## src/rtl/rdp_pkg.sv

```systemverilog
`default_nettype none
// ----------------------------------------------------------------------------
// rdp_pkg: shared types, constants and helpers of the date parser
// Request payloads, the parse state record, name tables and the per-character
// scanner step used by the top level.
// ----------------------------------------------------------------------------
package rdp_pkg;

  // input request: one character or a terminator
  typedef struct packed {
    logic [7:0] ch;
    logic       is_end;
  } in_t;

  // result request: parsed date or invalid
  typedef struct packed {
    logic        valid_res;
    logic [4:0]  day;
    logic [3:0]  month;
    logic [15:0] year;
  } out_t;

  // parse phases, one-hot
  typedef enum logic [10:0] {
    PH_LEAD     = 11'b000_0000_0001,
    PH_PREFIX   = 11'b000_0000_0010,
    PH_AFTER1   = 11'b000_0000_0100,
    PH_AFTER2   = 11'b000_0000_1000,
    PH_DAY_WS   = 11'b000_0001_0000,
    PH_DAY_DIG  = 11'b000_0010_0000,
    PH_MON_WS   = 11'b000_0100_0000,
    PH_MON_TOK  = 11'b000_1000_0000,
    PH_YEAR_WS  = 11'b001_0000_0000,
    PH_YEAR_DIG = 11'b010_0000_0000,
    PH_DONE     = 11'b100_0000_0000
  } phase_e;

  // parse state carried between characters
  typedef struct packed {
    phase_e      phase;
    logic [15:0] prefix_chars;
    logic [1:0]  prefix_count;
    logic [7:0]  day_value;
    logic        number_negative;
    logic        have_digit;
    logic [23:0] month_chars;
    logic [1:0]  month_char_count;
    logic [31:0] year_value;
    logic        failed;
  } state_t;

  // character codes
  localparam logic [7:0] CH_NUL   = 8'd0;
  localparam logic [7:0] CH_TAB   = 8'd9;
  localparam logic [7:0] CH_CR    = 8'd13;
  localparam logic [7:0] CH_SPACE = 8'd32;
  localparam logic [7:0] CH_PLUS  = 8'd43;
  localparam logic [7:0] CH_COMMA = 8'd44;
  localparam logic [7:0] CH_MINUS = 8'd45;
  localparam logic [7:0] CH_ZERO  = 8'd48;
  localparam logic [7:0] CH_NINE  = 8'd57;

  localparam logic [31:0] YEAR_MAG_LIMIT = 32'h8000_0000;
  localparam logic [31:0] YEAR_POS_MAX   = 32'h7FFF_FFFF;
  localparam logic [6:0]  PIVOT_RESET    = 7'd50;
  localparam int          YEAR_BASE_OLD  = 1900;
  localparam int          YEAR_BASE_NEW  = 2000;
  localparam int          NUM_DAYS       = 7;
  localparam int          NUM_MONTHS     = 12;
  localparam logic [3:0]  FEB_IDX        = 4'd1;
  localparam logic [1:0]  TOKEN_LEN      = 2'd3;
  localparam logic [1:0]  PREFIX_PAIR    = 2'd2;
  localparam logic [4:0]  FEB_LEAP_DAYS  = 5'd29;

  // three-letter names, packed first character high
  localparam logic [23:0] DAY_NAMES [NUM_DAYS] = '{
    24'h53756E, 24'h4D6F6E, 24'h547565, 24'h576564,
    24'h546875, 24'h467269, 24'h536174
  };
  localparam logic [23:0] MONTH_NAMES [NUM_MONTHS] = '{
    24'h4A616E, 24'h466562, 24'h4D6172, 24'h417072, 24'h4D6179, 24'h4A756E,
    24'h4A756C, 24'h417567, 24'h536570, 24'h4F6374, 24'h4E6F76, 24'h446563
  };
  localparam logic [4:0] MONTH_DAYS [NUM_MONTHS] = '{
    5'd31, 5'd28, 5'd31, 5'd30, 5'd31, 5'd30,
    5'd31, 5'd31, 5'd30, 5'd31, 5'd30, 5'd31
  };

  // state after reset and after each terminator
  function automatic state_t clear_state();
    state_t s;
    s = '0;
    s.phase = PH_LEAD;
    return s;
  endfunction

  function automatic logic is_ws(logic [7:0] c);
    return (c == CH_SPACE) || (c >= CH_TAB && c <= CH_CR);
  endfunction

  function automatic logic is_digit(logic [7:0] c);
    return (c >= CH_ZERO) && (c <= CH_NINE);
  endfunction

  function automatic logic is_day_name(logic [23:0] k);
    logic hit;
    hit = 1'b0;
    for (int i = 0; i < NUM_DAYS; i++) begin
      if (DAY_NAMES[i] == k) hit = 1'b1;
    end
    return hit;
  endfunction

  // one scanner step; front_only drops the year digit datapath, which the
  // day-name replay never reaches
  function automatic state_t scan_char(state_t st, logic [7:0] c, logic front_only);
    state_t      s;
    logic        stop;
    logic [35:0] m;
    logic [7:0]  dig;
    s    = st;
    stop = 1'b0;
    m    = '0;
    dig  = c - CH_ZERO;
    // failed text and early zero byte
    if (s.failed) begin
      stop = 1'b1;
    end else if (c == CH_NUL) begin
      if ((s.phase == PH_YEAR_DIG && s.have_digit) || s.phase == PH_DONE) s.phase = PH_DONE;
      else s.failed = 1'b1;
      stop = 1'b1;
    end
    // after day name: white space, optional comma
    if (!stop && s.phase == PH_AFTER1) begin
      if (is_ws(c)) stop = 1'b1;
      else if (c == CH_COMMA) begin
        s.phase = PH_AFTER2;
        stop    = 1'b1;
      end else s.phase = PH_DAY_WS;
    end
    if (!stop && s.phase == PH_AFTER2) begin
      if (is_ws(c)) stop = 1'b1;
      else s.phase = PH_DAY_WS;
    end
    // start of day number
    if (!stop && s.phase == PH_DAY_WS) begin
      stop = 1'b1;
      if (!is_ws(c)) begin
        if (c == CH_PLUS || c == CH_MINUS) begin
          s.number_negative = (c == CH_MINUS);
          s.have_digit      = 1'b0;
          s.day_value       = '0;
          s.phase           = PH_DAY_DIG;
        end else if (is_digit(c)) begin
          s.number_negative = 1'b0;
          s.have_digit      = 1'b1;
          s.day_value       = dig;
          s.phase           = PH_DAY_DIG;
        end else begin
          s.failed = 1'b1;
        end
      end
    end
    // day digits, modulo 256
    if (!stop && s.phase == PH_DAY_DIG) begin
      if (is_digit(c)) begin
        s.day_value  = (s.day_value << 3) + (s.day_value << 1) + dig;
        s.have_digit = 1'b1;
        stop         = 1'b1;
      end else if (!s.have_digit) begin
        s.failed = 1'b1;
        stop     = 1'b1;
      end else begin
        if (s.number_negative) s.day_value = 8'd0 - s.day_value;
        s.phase = PH_MON_WS;
      end
    end
    // month token
    if (!stop && s.phase == PH_MON_WS) begin
      stop = 1'b1;
      if (!is_ws(c)) begin
        s.month_chars      = {16'd0, c};
        s.month_char_count = 2'd1;
        s.phase            = PH_MON_TOK;
      end
    end
    if (!stop && s.phase == PH_MON_TOK) begin
      stop = 1'b1;
      if (!is_ws(c)) begin
        if (s.month_char_count < TOKEN_LEN) begin
          s.month_chars      = {s.month_chars[15:0], c};
          s.month_char_count = s.month_char_count + 2'd1;
        end
      end else begin
        s.phase = PH_YEAR_WS;
      end
    end
    // start of year number
    if (!stop && s.phase == PH_YEAR_WS) begin
      stop = 1'b1;
      if (!is_ws(c)) begin
        if (c == CH_PLUS || c == CH_MINUS) begin
          s.number_negative = (c == CH_MINUS);
          s.have_digit      = 1'b0;
          s.year_value      = '0;
          s.phase           = PH_YEAR_DIG;
        end else if (is_digit(c)) begin
          s.number_negative = 1'b0;
          s.have_digit      = 1'b1;
          s.year_value      = {24'd0, dig};
          s.phase           = PH_YEAR_DIG;
        end else begin
          s.failed = 1'b1;
        end
      end
    end
    // year digits, magnitude saturating
    if (!stop && !front_only && s.phase == PH_YEAR_DIG) begin
      if (is_digit(c)) begin
        m = ({4'd0, s.year_value} << 3) + ({4'd0, s.year_value} << 1) + {28'd0, dig};
        s.year_value = (m > {4'd0, YEAR_MAG_LIMIT}) ? YEAR_MAG_LIMIT : m[31:0];
        s.have_digit = 1'b1;
      end else if (!s.have_digit) begin
        s.failed = 1'b1;
      end else begin
        s.phase = PH_DONE;
      end
    end
    return s;
  endfunction

endpackage
`default_nettype wire

```

## src/rtl/rdp_date_check.sv

```systemverilog
`default_nettype none
// ----------------------------------------------------------------------------
// rdp_date_check: end-of-text date evaluation
// Matches the month token, windows and truncates the year, applies the
// Gregorian leap rule and range checks the day.
// ----------------------------------------------------------------------------
module rdp_date_check (
  input  var rdp_pkg::state_t st_i,
  input  wire logic [6:0]     pivot_i,
  output var rdp_pkg::out_t   res_o
);

  logic               month_hit;
  logic [3:0]         month_idx;
  logic signed [32:0] year_s;
  logic signed [32:0] year_w;
  logic [15:0]        y16;
  logic [32:0]        prod;
  logic [11:0]        q25;
  logic [15:0]        q25_back;
  logic               div4, div16, div25, leap;
  logic [4:0]         dim;
  logic               phase_ok;
  logic               ok;

  // month lookup over the name table
  always_comb begin
    month_hit = 1'b0;
    month_idx = '0;
    for (int i = 0; i < rdp_pkg::NUM_MONTHS; i++) begin
      if (!month_hit && rdp_pkg::MONTH_NAMES[i] == st_i.month_chars) begin
        month_hit = 1'b1;
        month_idx = 4'(i);
      end
    end
  end

  // signed year with saturation, then century window
  always_comb begin
    if (st_i.number_negative) year_s = 33'sd0 - $signed({1'b0, st_i.year_value});
    else if (st_i.year_value > rdp_pkg::YEAR_POS_MAX)
      year_s = $signed({1'b0, rdp_pkg::YEAR_POS_MAX});
    else year_s = $signed({1'b0, st_i.year_value});
    if (year_s < 33'(rdp_pkg::YEAR_BASE_OLD)) begin
      if (year_s < $signed({26'd0, pivot_i})) year_w = year_s + 33'(rdp_pkg::YEAR_BASE_NEW);
      else year_w = year_s + 33'(rdp_pkg::YEAR_BASE_OLD);
    end else begin
      year_w = year_s;
    end
  end

  assign y16 = year_w[15:0];

  // divisibility by 25 via reciprocal 2^21/25, exact for 16-bit values
  assign prod     = {17'd0, y16} * 33'd83887;
  assign q25      = prod[32:21];
  assign q25_back = {q25, 4'd0} + {1'b0, q25, 3'd0} + {4'd0, q25};
  assign div25    = (q25_back == y16);
  assign div4     = (y16[1:0] == 2'd0);
  assign div16    = (y16[3:0] == 4'd0);
  // leap: by 4 and not 100, or by 400
  assign leap     = (div4 && !div25) || (div16 && div25);

  always_comb begin
    dim = rdp_pkg::MONTH_DAYS[month_idx];
    if (month_idx == rdp_pkg::FEB_IDX && leap) dim = rdp_pkg::FEB_LEAP_DAYS;
  end

  assign phase_ok = (st_i.phase == rdp_pkg::PH_YEAR_DIG && st_i.have_digit) ||
                    (st_i.phase == rdp_pkg::PH_DONE);

  assign ok = !st_i.failed && phase_ok && (st_i.month_char_count == rdp_pkg::TOKEN_LEN) &&
              month_hit && (y16 != 16'd0) && (st_i.day_value != 8'd0) &&
              (st_i.day_value <= {3'd0, dim});

  // result fields, zero when invalid
  always_comb begin
    res_o = '0;
    if (ok) begin
      res_o.valid_res = 1'b1;
      res_o.day       = st_i.day_value[4:0];
      res_o.month     = month_idx + 4'd1;
      res_o.year      = y16;
    end
  end

endmodule
`default_nettype wire

```

## src/rtl/rfc822_date_parser_unit.sv

```systemverilog
`default_nettype none
// ----------------------------------------------------------------------------
// rfc822_date_parser_unit: streaming date text parser
// Takes one character per request and gives one date result per terminator.
// ----------------------------------------------------------------------------
//  channel | direction | handshake                 | payload
//  --------+-----------+---------------------------+----------------------------
//  cfg     | in        | cfg_we_i                  | cfg_wdata_i (century pivot)
//  in      | in        | in_valid_i / in_stall_o   | in_data_i  (ch, is_end)
//  out     | out       | out_valid_o / out_stall_i | out_data_o (valid_res, date)
//
//  one character per cycle sustained; a request is held in the input
//  register and the state update runs from there; a result shows in the next cycle
//  the state update of one character (day-name replay included) sets the cycle
//  reset clears parse state, pivot returns to 50, both registers empty
//  a terminator held in the input register while the output holds a result
//  stalls the input; characters move on regardless of output stall
// ----------------------------------------------------------------------------
module rfc822_date_parser_unit (
  input  wire logic         clk_i,
  input  wire logic         rst_ni,
  input  wire logic         cfg_we_i,
  input  wire logic [6:0]   cfg_wdata_i,
  input  wire logic         in_valid_i,
  output var  logic         in_stall_o,
  input  var  rdp_pkg::in_t in_data_i,
  output var  logic         out_valid_o,
  input  wire logic         out_stall_i,
  output var  rdp_pkg::out_t out_data_o
);

  logic [6:0]       pivot_val_q;
  logic             in_vld_q;
  rdp_pkg::in_t     in_q;
  rdp_pkg::state_t  st_q, st_d;
  rdp_pkg::state_t  rp1, rp2, rp3;
  logic             out_vld_q;
  rdp_pkg::out_t    out_q;
  rdp_pkg::out_t    res;
  logic             out_free;
  logic             advance;
  logic             in_accept;

  // handshake control
  assign out_free   = !out_vld_q || !out_stall_i;
  assign advance    = in_vld_q && (!in_q.is_end || out_free);
  assign in_stall_o = in_vld_q && !advance;
  assign in_accept  = in_valid_i && !in_stall_o;

  // pivot register
  always_ff @(posedge clk_i or negedge rst_ni) begin
    if (!rst_ni) begin
      pivot_val_q <= rdp_pkg::PIVOT_RESET;
    end else if (cfg_we_i) begin
      pivot_val_q <= cfg_wdata_i;
    end
  end

  // input register
  always_ff @(posedge clk_i or negedge rst_ni) begin
    if (!rst_ni) begin
      in_vld_q <= 1'b0;
    end else if (in_accept) begin
      in_vld_q <= 1'b1;
    end else if (advance) begin
      in_vld_q <= 1'b0;
    end
  end

  always_ff @(posedge clk_i) begin
    if (in_accept) in_q <= in_data_i;
  end

  // day-name replay of the three buffered characters
  always_comb begin
    rp1 = st_q;
    rp1.phase = rdp_pkg::PH_DAY_WS;
    rp1 = rdp_pkg::scan_char(rp1, st_q.prefix_chars[15:8], 1'b1);
    rp2 = rdp_pkg::scan_char(rp1, st_q.prefix_chars[7:0], 1'b1);
    rp3 = rdp_pkg::scan_char(rp2, in_q.ch, 1'b1);
  end

  // next parse state
  always_comb begin
    st_d = st_q;
    if (in_q.is_end) begin
      st_d = rdp_pkg::clear_state();
    end else if (st_q.phase == rdp_pkg::PH_LEAD) begin
      if (!rdp_pkg::is_ws(in_q.ch)) begin
        st_d.prefix_chars = {8'd0, in_q.ch};
        st_d.prefix_count = 2'd1;
        st_d.phase        = rdp_pkg::PH_PREFIX;
      end
    end else if (st_q.phase == rdp_pkg::PH_PREFIX) begin
      if (st_q.prefix_count < rdp_pkg::PREFIX_PAIR) begin
        st_d.prefix_chars = {st_q.prefix_chars[7:0], in_q.ch};
        st_d.prefix_count = rdp_pkg::PREFIX_PAIR;
      end else if (rdp_pkg::is_day_name({st_q.prefix_chars, in_q.ch})) begin
        st_d.phase = rdp_pkg::PH_AFTER1;
      end else begin
        st_d = rp3;
      end
    end else begin
      st_d = rdp_pkg::scan_char(st_q, in_q.ch, 1'b0);
    end
  end

  always_ff @(posedge clk_i or negedge rst_ni) begin
    if (!rst_ni) begin
      st_q <= rdp_pkg::clear_state();
    end else if (advance) begin
      st_q <= st_d;
    end
  end

  // date evaluation at the terminator
  rdp_date_check u_check (
    .st_i    (st_q),
    .pivot_i (pivot_val_q),
    .res_o   (res)
  );

  // result register
  always_ff @(posedge clk_i or negedge rst_ni) begin
    if (!rst_ni) begin
      out_vld_q <= 1'b0;
    end else if (advance && in_q.is_end) begin
      out_vld_q <= 1'b1;
    end else if (out_vld_q && !out_stall_i) begin
      out_vld_q <= 1'b0;
    end
  end

  always_ff @(posedge clk_i) begin
    if (advance && in_q.is_end) out_q <= res;
  end

  assign out_valid_o = out_vld_q;
  assign out_data_o  = out_q;

  // invalid results carry zero fields
  a_invalid_zero: assert property (@(posedge clk_i) disable iff (!rst_ni)
    (out_valid_o && !out_data_o.valid_res) |->
    (out_data_o.day == 5'd0 && out_data_o.month == 4'd0 && out_data_o.year == 16'd0))
    else $error("invalid result with nonzero fields");

  // valid results hold a real month and day
  a_valid_range: assert property (@(posedge clk_i) disable iff (!rst_ni)
    (out_valid_o && out_data_o.valid_res) |->
    (out_data_o.month >= 4'd1 && out_data_o.month <= 4'd12 && out_data_o.day != 5'd0))
    else $error("valid result out of range");

  // a processed terminator gives a result and clears the parse state
  a_end_result: assert property (@(posedge clk_i) disable iff (!rst_ni)
    (advance && in_q.is_end) |=> (out_vld_q && st_q.phase == rdp_pkg::PH_LEAD))
    else $error("terminator did not produce result or clear state");

  // only a terminator can stall the input
  a_stall_cause: assert property (@(posedge clk_i) disable iff (!rst_ni)
    in_stall_o |-> (in_vld_q && in_q.is_end && out_vld_q && out_stall_i))
    else $error("input stalled without a blocked terminator");

  // pivot only moves on a write
  a_pivot_hold: assert property (@(posedge clk_i) disable iff (!rst_ni)
    !cfg_we_i |=> $stable(pivot_val_q))
    else $error("pivot changed without a write");

endmodule
`default_nettype wire
```

## config.mk

```make
export PLATFORM = sky130hd
export DESIGN_NAME = rfc822_date_parser_unit
export DESIGN_NICKNAME = d
export VERILOG_FILES = /design/src/rtl/rdp_pkg.sv /design/src/rtl/rdp_date_check.sv /design/src/rtl/rfc822_date_parser_unit.sv
export SDC_FILE = /design/constraint.sdc
export NUM_CORES = 1
export LEC_CHECK = 0
export BUFFER_PORTS_ARGS = -buffer_cell sky130_fd_sc_hd__clkbuf_2
export CORE_MARGIN = 3
export CORE_UTILIZATION = 40
export CTS_BUF_LIST = sky130_fd_sc_hd__clkbuf_8
export CTS_CLUSTER_DIAMETER = 100
export DETAILED_ROUTE_END_ITERATION = 10
export GPL_TIMING_DRIVEN = 0
export PLACE_DENSITY = 0.62
export SYNTH_ARGS = -nofsm -noshare
export SYNTH_HDL_FRONTEND = slang
export SYNTH_SLANG_ARGS = --single-unit
```

## constraint.sdc

```tcl
create_clock -name clk_i -period 19.6 [get_ports clk_i]
set_clock_uncertainty 0.1 [all_clocks]
set_input_delay 5.88 -clock clk_i [delete_from_list [all_inputs] [get_ports clk_i]]
set_output_delay 5.88 -clock clk_i [all_outputs]
set_load 0.03 [all_outputs]
```

### Yosys cells after proc, flatten, opt, wreduce, memory -nomap -nowiden

Memories as Yosys holds them, arrays and structs flattened.
Index checks and enable logic that the tools add are counted.

* flip-flop bits (word level): 142
* memory bits (read-only): 80
* memories kept: 1

* $add $sub $neg: 23
* multiply operators: 1
* magnitude comparators: 22
* eq/ne operators: 68
* muxes and demuxes: 352
* bitwise logic cells: 1
* reductions and logical operators: 122

Memory list
* (name not given): depth 16, width 5, rd ports 1, clocked after Yosys merged registers in 0, write ports 0, line rdp_date_check.sv:65 `dim = rdp_pkg::MONTH_DAYS[month_idx];`

Operator list (number)
* $mux W11: 96
* $mux W26: 19
* $eq A23 B24 Y1 const A: 19
* $mux W33: 11
* $mux W32: 9
* $mux W69: 3
* $mux W98: 2
* $mux W10: 19
* $mux W1: 143
* $mux W8: 12
* $eq A8 B6 Y1 const B: 11
* $mux W29: 2
* $logic_and A1 B1 Y1: 56
* $add A8 B8 Y8: 6
* $eq A11 B10 Y1 const B: 4
* $logic_not A1 Y1: 40
* $add A35 B33 Y36: 1
* $add A36 B8 Y36: 1
* $gt A36 B32 Y1 const B: 1
* $mux W2: 17
* $eq A11 B11 Y1 const B: 3
* $eq A11 B3 Y1 const B: 3
* $eq A11 B4 Y1 const B: 3
* $eq A11 B5 Y1 const B: 3
* other kinds (48): 105

### Longest topological paths before layout

* depth after elaboration: 69
* mapped depth: 64
* mapped depth without buffers: 62

### Cells and area by module

A second synthesis with hierarchy kept.

* cell total of the unflattened synthesis: 2578
* area, all modules: 21692.1 µm²

By module, submodules not included
* rfc822_date_parser_unit: instances 1, cells an instance 1526, area each 12909.9 µm², sequential area each 3733.6 µm²
* rdp_date_check: instances 1, cells an instance 1052, area each 8782.2 µm², sequential area each 0.0 µm²

### Worst setup path before layout

OpenSTA, ideal clock, no wires.

* path type: register -> register
* start point: reg st_q[1] (netlist bit)
* end point: reg out_q, in the netlist out_data_o[18] (data pin)
* data arrival time: 14128 ps
* required time: 19234 ps
* path slack: 5106 ps
* stages on the path, launching flop included: 62
* path buffers: 2
* cell sequence: dfrtp_1 clkbuf_1 inv_1 ha_1 o2bb2ai_1 inv_1 ha_1 o31a_1 or4_1 o2111ai_1 maj3_1 o21a_1 a311o_1 a21oi_1 nand2_1 nor2_1 xnor2_1 inv_1 [26 not listed] a211o_1 a21oi_1 o21ai_0 a31o_2 a21oi_1 xnor2_1 mux2_2 a2111oi_2 nand4_1 or4_1 o41a_1 ha_1 a211oi_1 nor3_1 o41ai_1 a41o_1 clkbuf_1 nor2_1

* cells in the longest elaborated chain, start to end: 17
* elaborated cells between the ends (all ways): 27
* classes of those cells: add/sub (5); mul (1); order compare (4); eq/ne (1); mux (5); reduce/logical (11)

RTL lines
* start, declared: line rfc822_date_parser_unit.sv:35 `rdp_pkg::state_t st_q, st_d;`
* start signal, assigned: line rfc822_date_parser_unit.sv:110 `st_q <= rdp_pkg::clear_state();`
* start signal, assigned: line rfc822_date_parser_unit.sv:112 `st_q <= st_d;`
* $gt A32 B31 Y1: line rdp_date_check.sv:41 `else if (st_i.year_value > rdp_pkg::YEAR_POS_MAX)`
* $mux W32: line rdp_date_check.sv:41
* $mux W33 *: line rdp_date_check.sv:40 `if (st_i.number_negative) year_s = 33'sd0 - $signed({1'b0, st_i.year_value});`
* named net u_check.year_s[1]: line rdp_date_check.sv:15 `logic signed [32:0] year_s;`
* $lt A33 B8 Y1 (tied with other cells): line rdp_date_check.sv:45 `if (year_s < $signed({26'd0, pivot_i})) year_w = year_s + 33'(rdp_pkg::YEAR_BASE_NEW);`
* $mux W16: line rdp_date_check.sv:45
* $mux W16 *: line rdp_date_check.sv:44 `if (year_s < 33'(rdp_pkg::YEAR_BASE_OLD)) begin`
* named net u_check.year_w[10]: line rdp_date_check.sv:16 `logic signed [32:0] year_w;`
* [3 not listed]
* $eq A16 B16 Y1: line rdp_date_check.sv:58 `assign div25 = (q25_back == y16);`
* $logic_not A1 Y1: line rdp_date_check.sv:62 `assign leap = (div4 && !div25) || (div16 && div25);`
* $logic_and A1 B1 Y1: line rdp_date_check.sv:62
* $logic_or A1 B1 Y1: line rdp_date_check.sv:62
* $logic_and A1 B1 Y1: line rdp_date_check.sv:66 `if (month_idx == rdp_pkg::FEB_IDX && leap) dim = rdp_pkg::FEB_LEAP_DAYS;`
* $mux W5: line rdp_date_check.sv:66
* $le A8 B5 Y1: line rdp_date_check.sv:74 `(st_i.day_value <= {3'd0, dim});`
* $logic_and A1 B1 Y1 *: line rdp_date_check.sv:73 `month_hit && (y16 != 16'd0) && (st_i.day_value != 8'd0) &&`
* end signal, assigned: line rfc822_date_parser_unit.sv:135 `if (advance && in_q.is_end) out_q <= res;`
* end, declared: line rfc822_date_parser_unit.sv:38 `rdp_pkg::out_t out_q;`

Mark *: on every way through the listed nets, which the timed path passes. The rest lies on a longest branch.
A chain may end at the register's enable or synchronous reset.

### Worst setup path after layout

* start point: reg st_q[1] (netlist bit)
* end point: reg out_q, in the netlist out_data_o[19] (data pin)

Same word-level chain as after synthesis.

==> flow_summary_export.csv <==
group,metric,value,unit
status,status,"finished clean",
routing,antenna_left,0,
sta,hold_viol_final,0,
yosys,syn-instance-count,2521,
global_route,antenna_found_initial,2,
yosys,yosysWarnings,0,
sta,final.setup.worst_slack,1.165,ns
worst_setup_path,critPathMostFrequentCell,"inv_1",
sta,tns,0,ns
worst_setup_path,r2r_start,"st_q[1]",
sta,setup_viol,0,
min_path,whs_path_depth,1,
routing,vias,19770,
floorplanning,start_util,40.55,%
cts,cts_resized,0,
worst_setup_path,cp_slowest_cell,"a2111oi_0",
routing,wl,69.58,mm
floorplanning,boundaryPins,49,
worst_setup_path,end_kind,"register",
flow_run,maxCapViolations,0,
worst_setup_path,critPathMaxStageDelay,0.85,ns
yosys,avgSynthCellArea,8.270,sq um
global_route,grt_use_total,25.38,%
cells_and_area,fillCellCount,5199,
yosys,ys_seq_area_share,17.79,%
cells_and_area,final_nets,2992,
global_route,grt_pass1_vias,19170,
routing,vias_per_cell,6.019,
sta,layout_min_cycle_time,18.44,ns
sta,rsz0062_at_grt,"no",
sta,slew_headroom,12.64,%
cts,cts.sinks,141,
yosys,syn_nets,2923,
floorplanning,die_y,234.3,microns
cts,clk_latency,0.52,ns
yosys,syn_area,20850,sq um
worst_setup_path,rr_endpoint,"out_data_o[19]",
floorplanning,die_w,234.3,microns
min_path,hold_end,"st_q[57]",
worst_setup_path,arrival,18.69,ns
cts,clockRootBuffer,"clkbuf_8",
cts,clockBufferDepth,2,
floorplanning,fp-row-count,83,
routing,drcViolationCount,0,
floorplanning,dieArea,54890,sq um
sta,post-route-period-util,94.06,%
global_route,grt-ovfl-total,0,
sta,worstMarginPinSlew,1.293,ns
placement,gp_congestion,0.9724,
min_path,holdCritStartpoint,"st_q[57]",
yosys,ys.flop_type,"dfrtp_1",
cells_and_area,syn_to_final_growth,7.556,%
yosys,ys_seq_elements,141,
placement,pre_cts_slack,1.376,ns
worst_setup_path,critPathKind,"register to register",
placement,dp_hpwl,56.01,mm
cells_and_area,regArea,3709,sq um
min_path,hp-class,"register to register",
worst_setup_path,critPathMaxFanout,10,
cts,numCtsBuffers,17,
cells_and_area,final_layout_size_suffix_gt1_share,6.761,%
placement,io_buffers,48,
yosys,synth_cell_types,94,
cts,clkTransAtPathRegs,0.09,ns
yosys,synthArstFlopShare,75.18,%
cells_and_area,multi_input_area,15570,sq um
global_route,grt_pass1_wl,109.1,mm
routing,firstDrtPassIters,6,
global_route,grt_max_degree,102,
worst_setup_path,start_kind,"register",
floorplanning,coreArea,51410,sq um
cts,cts_hold_buf,0,
cts,tritoncts,"done",
cts,cts_setup_buffers,0,
worst_setup_path,r2r.worst_path.cells,61,
sta,clock.fmax,54.24,MHz
sta,drv_slew,0,
yosys,synth_edf_count,35,
routing,avgRoutedWirePerCell,21.19,microns
cts,htree_levels,4,
sta,whs,0.4068,ns
worst_setup_path,crit_required,19.85,ns
worst_setup_path,reg2reg_setup_slack,1.16,ns
routing,drt-initial-drc-count,1876,
[cells by family after synthesis]
family / after synthesis / share of synthesized area [%]
xor+xnor: 103 / 4.327
simple gates: 777 / 19.34
mux: 41 / 2.119
buf+inv: 414 / 7.586
flops: 141 / 17.79
compound gates: 663 / 21.38
fa+ha+maj: 382 / 27.45
[placed cells by master (no fill, tap or decap), types with 32 or more instances in the layout]
cell type  synthesis  final
a21oi_1          151    151
inv_1            305    307
edfxtp_1          35     35
xor2_1            32     32
and2_1            39     39
a21o_1            37     37
nor3_1            66     66
nor2_1           176    176
clkbuf_1          89     89
nand2_1          183    183
ha_1             255    255
clkbuf_2           0     47
nand3_1           61     61
o21ai_0          146    146
nand4_1           33     33
xnor2_1           71     70
dfrtp_1          102    102
fa_1             126    126
[layer usage]
metal	track usage, %	wire length [microns]
met5	0	13
met4	7.053	1669
met3	3.899	5215
met2	39.22	30330
met1	36.80	32340
[sequential cells by signal (all words and copies together), names as in the netlist]
register / cells
in_vld_q: 1
rp1: 17
out_valid_o: 1
st_q: 80
out_data_o: 26
in_q: 9
pivot_val_q: 7
[layout make-up]
type | instances | share of cell area (%)
Multi-Input combinational cell | 1966 | 69.45
Clock inverter | 15 | 0.8426
Timing Repair Buffer | 50 | 1.267
Sequential cell | 141 | 16.54
Inverter | 305 | 5.106
Buffer | 109 | 1.947
Clock buffer | 17 | 1.043
Antenna cell | 1 | 0.01116
Tap cell | 680 | 3.794
[Yosys cell counts, types with 21 or more instances]
library cell  count  area, sq um
inv_1           305         1145
ha_1            255         3191
nand2_1         183        686.9
nor2_1          176        660.6
a21oi_1         151        755.7
o21ai_0         146        730.7
fa_1            126         2522
dfrtp_1         102         2552
clkbuf_1         89        334.1
xnor2_1          71        621.9
nor3_1           66        330.3
nand3_1          61        305.3
and2_1           39        244.0
a21o_1           37        277.8
edfxtp_1         35         1051
nand4_1          33        206.5
xor2_1           32        280.3
nand2b_1         29        181.4
nor4_1           29        181.4
mux2_2           25        281.5
a31oi_1          24        150.1
a22oi_1          22        165.2
or3_1            22        137.6
a211oi_1         21        157.7
o22ai_1          21        131.4
o31ai_1          21        157.7
[worst max-delay path by stage]
stage,end,from,depth (start not counted),slack (ns)
2_1_floorplan,out_data_o[18],st_q[1],61,5.11
3_3_place_gp,out_data_o[10],st_q[1],60,1.28
3_5_place_dp,out_data_o[21],st_q[1],61,1.38
4_1_cts,out_data_o[19],st_q[1],61,1.26
5_1_grt,out_data_o[10],st_q[1],61,0.13
6_report,out_data_o[19],st_q[1],61,1.16
[critical path, delay by kind of cell (launching register included)]
family                   cells  cell delay [ns]
AO/OA/AOI/OAI               24             6.35
XOR/XNOR                     3             1.48
adder cells (fa/ha/maj)     13             5.21
buffers and inverters       11             2.09
flip-flops                   1             0.33
multiplexers                 1             0.41
AND/OR/NAND/NOR              9             2.28
[per-stage QoR]
| stage | std cells | utilization [%] | cell area [sq um] |
|---|---|---|---|
| after floorplan | 2521 | - | 20850 |
| after global placement | 3249 | 42.68 | 21940 |
| after detailed placement | 3251 | 42.79 | 22000 |
| after CTS | 3283 | 43.61 | 22420 |
| after global routing | 3284 | 43.62 | 22420 |
| final | 3284 | 43.62 | 22420 |
Power is not shown: default switching activity piles up to over one toggle a cycle in this logic, so the estimate is an artifact.
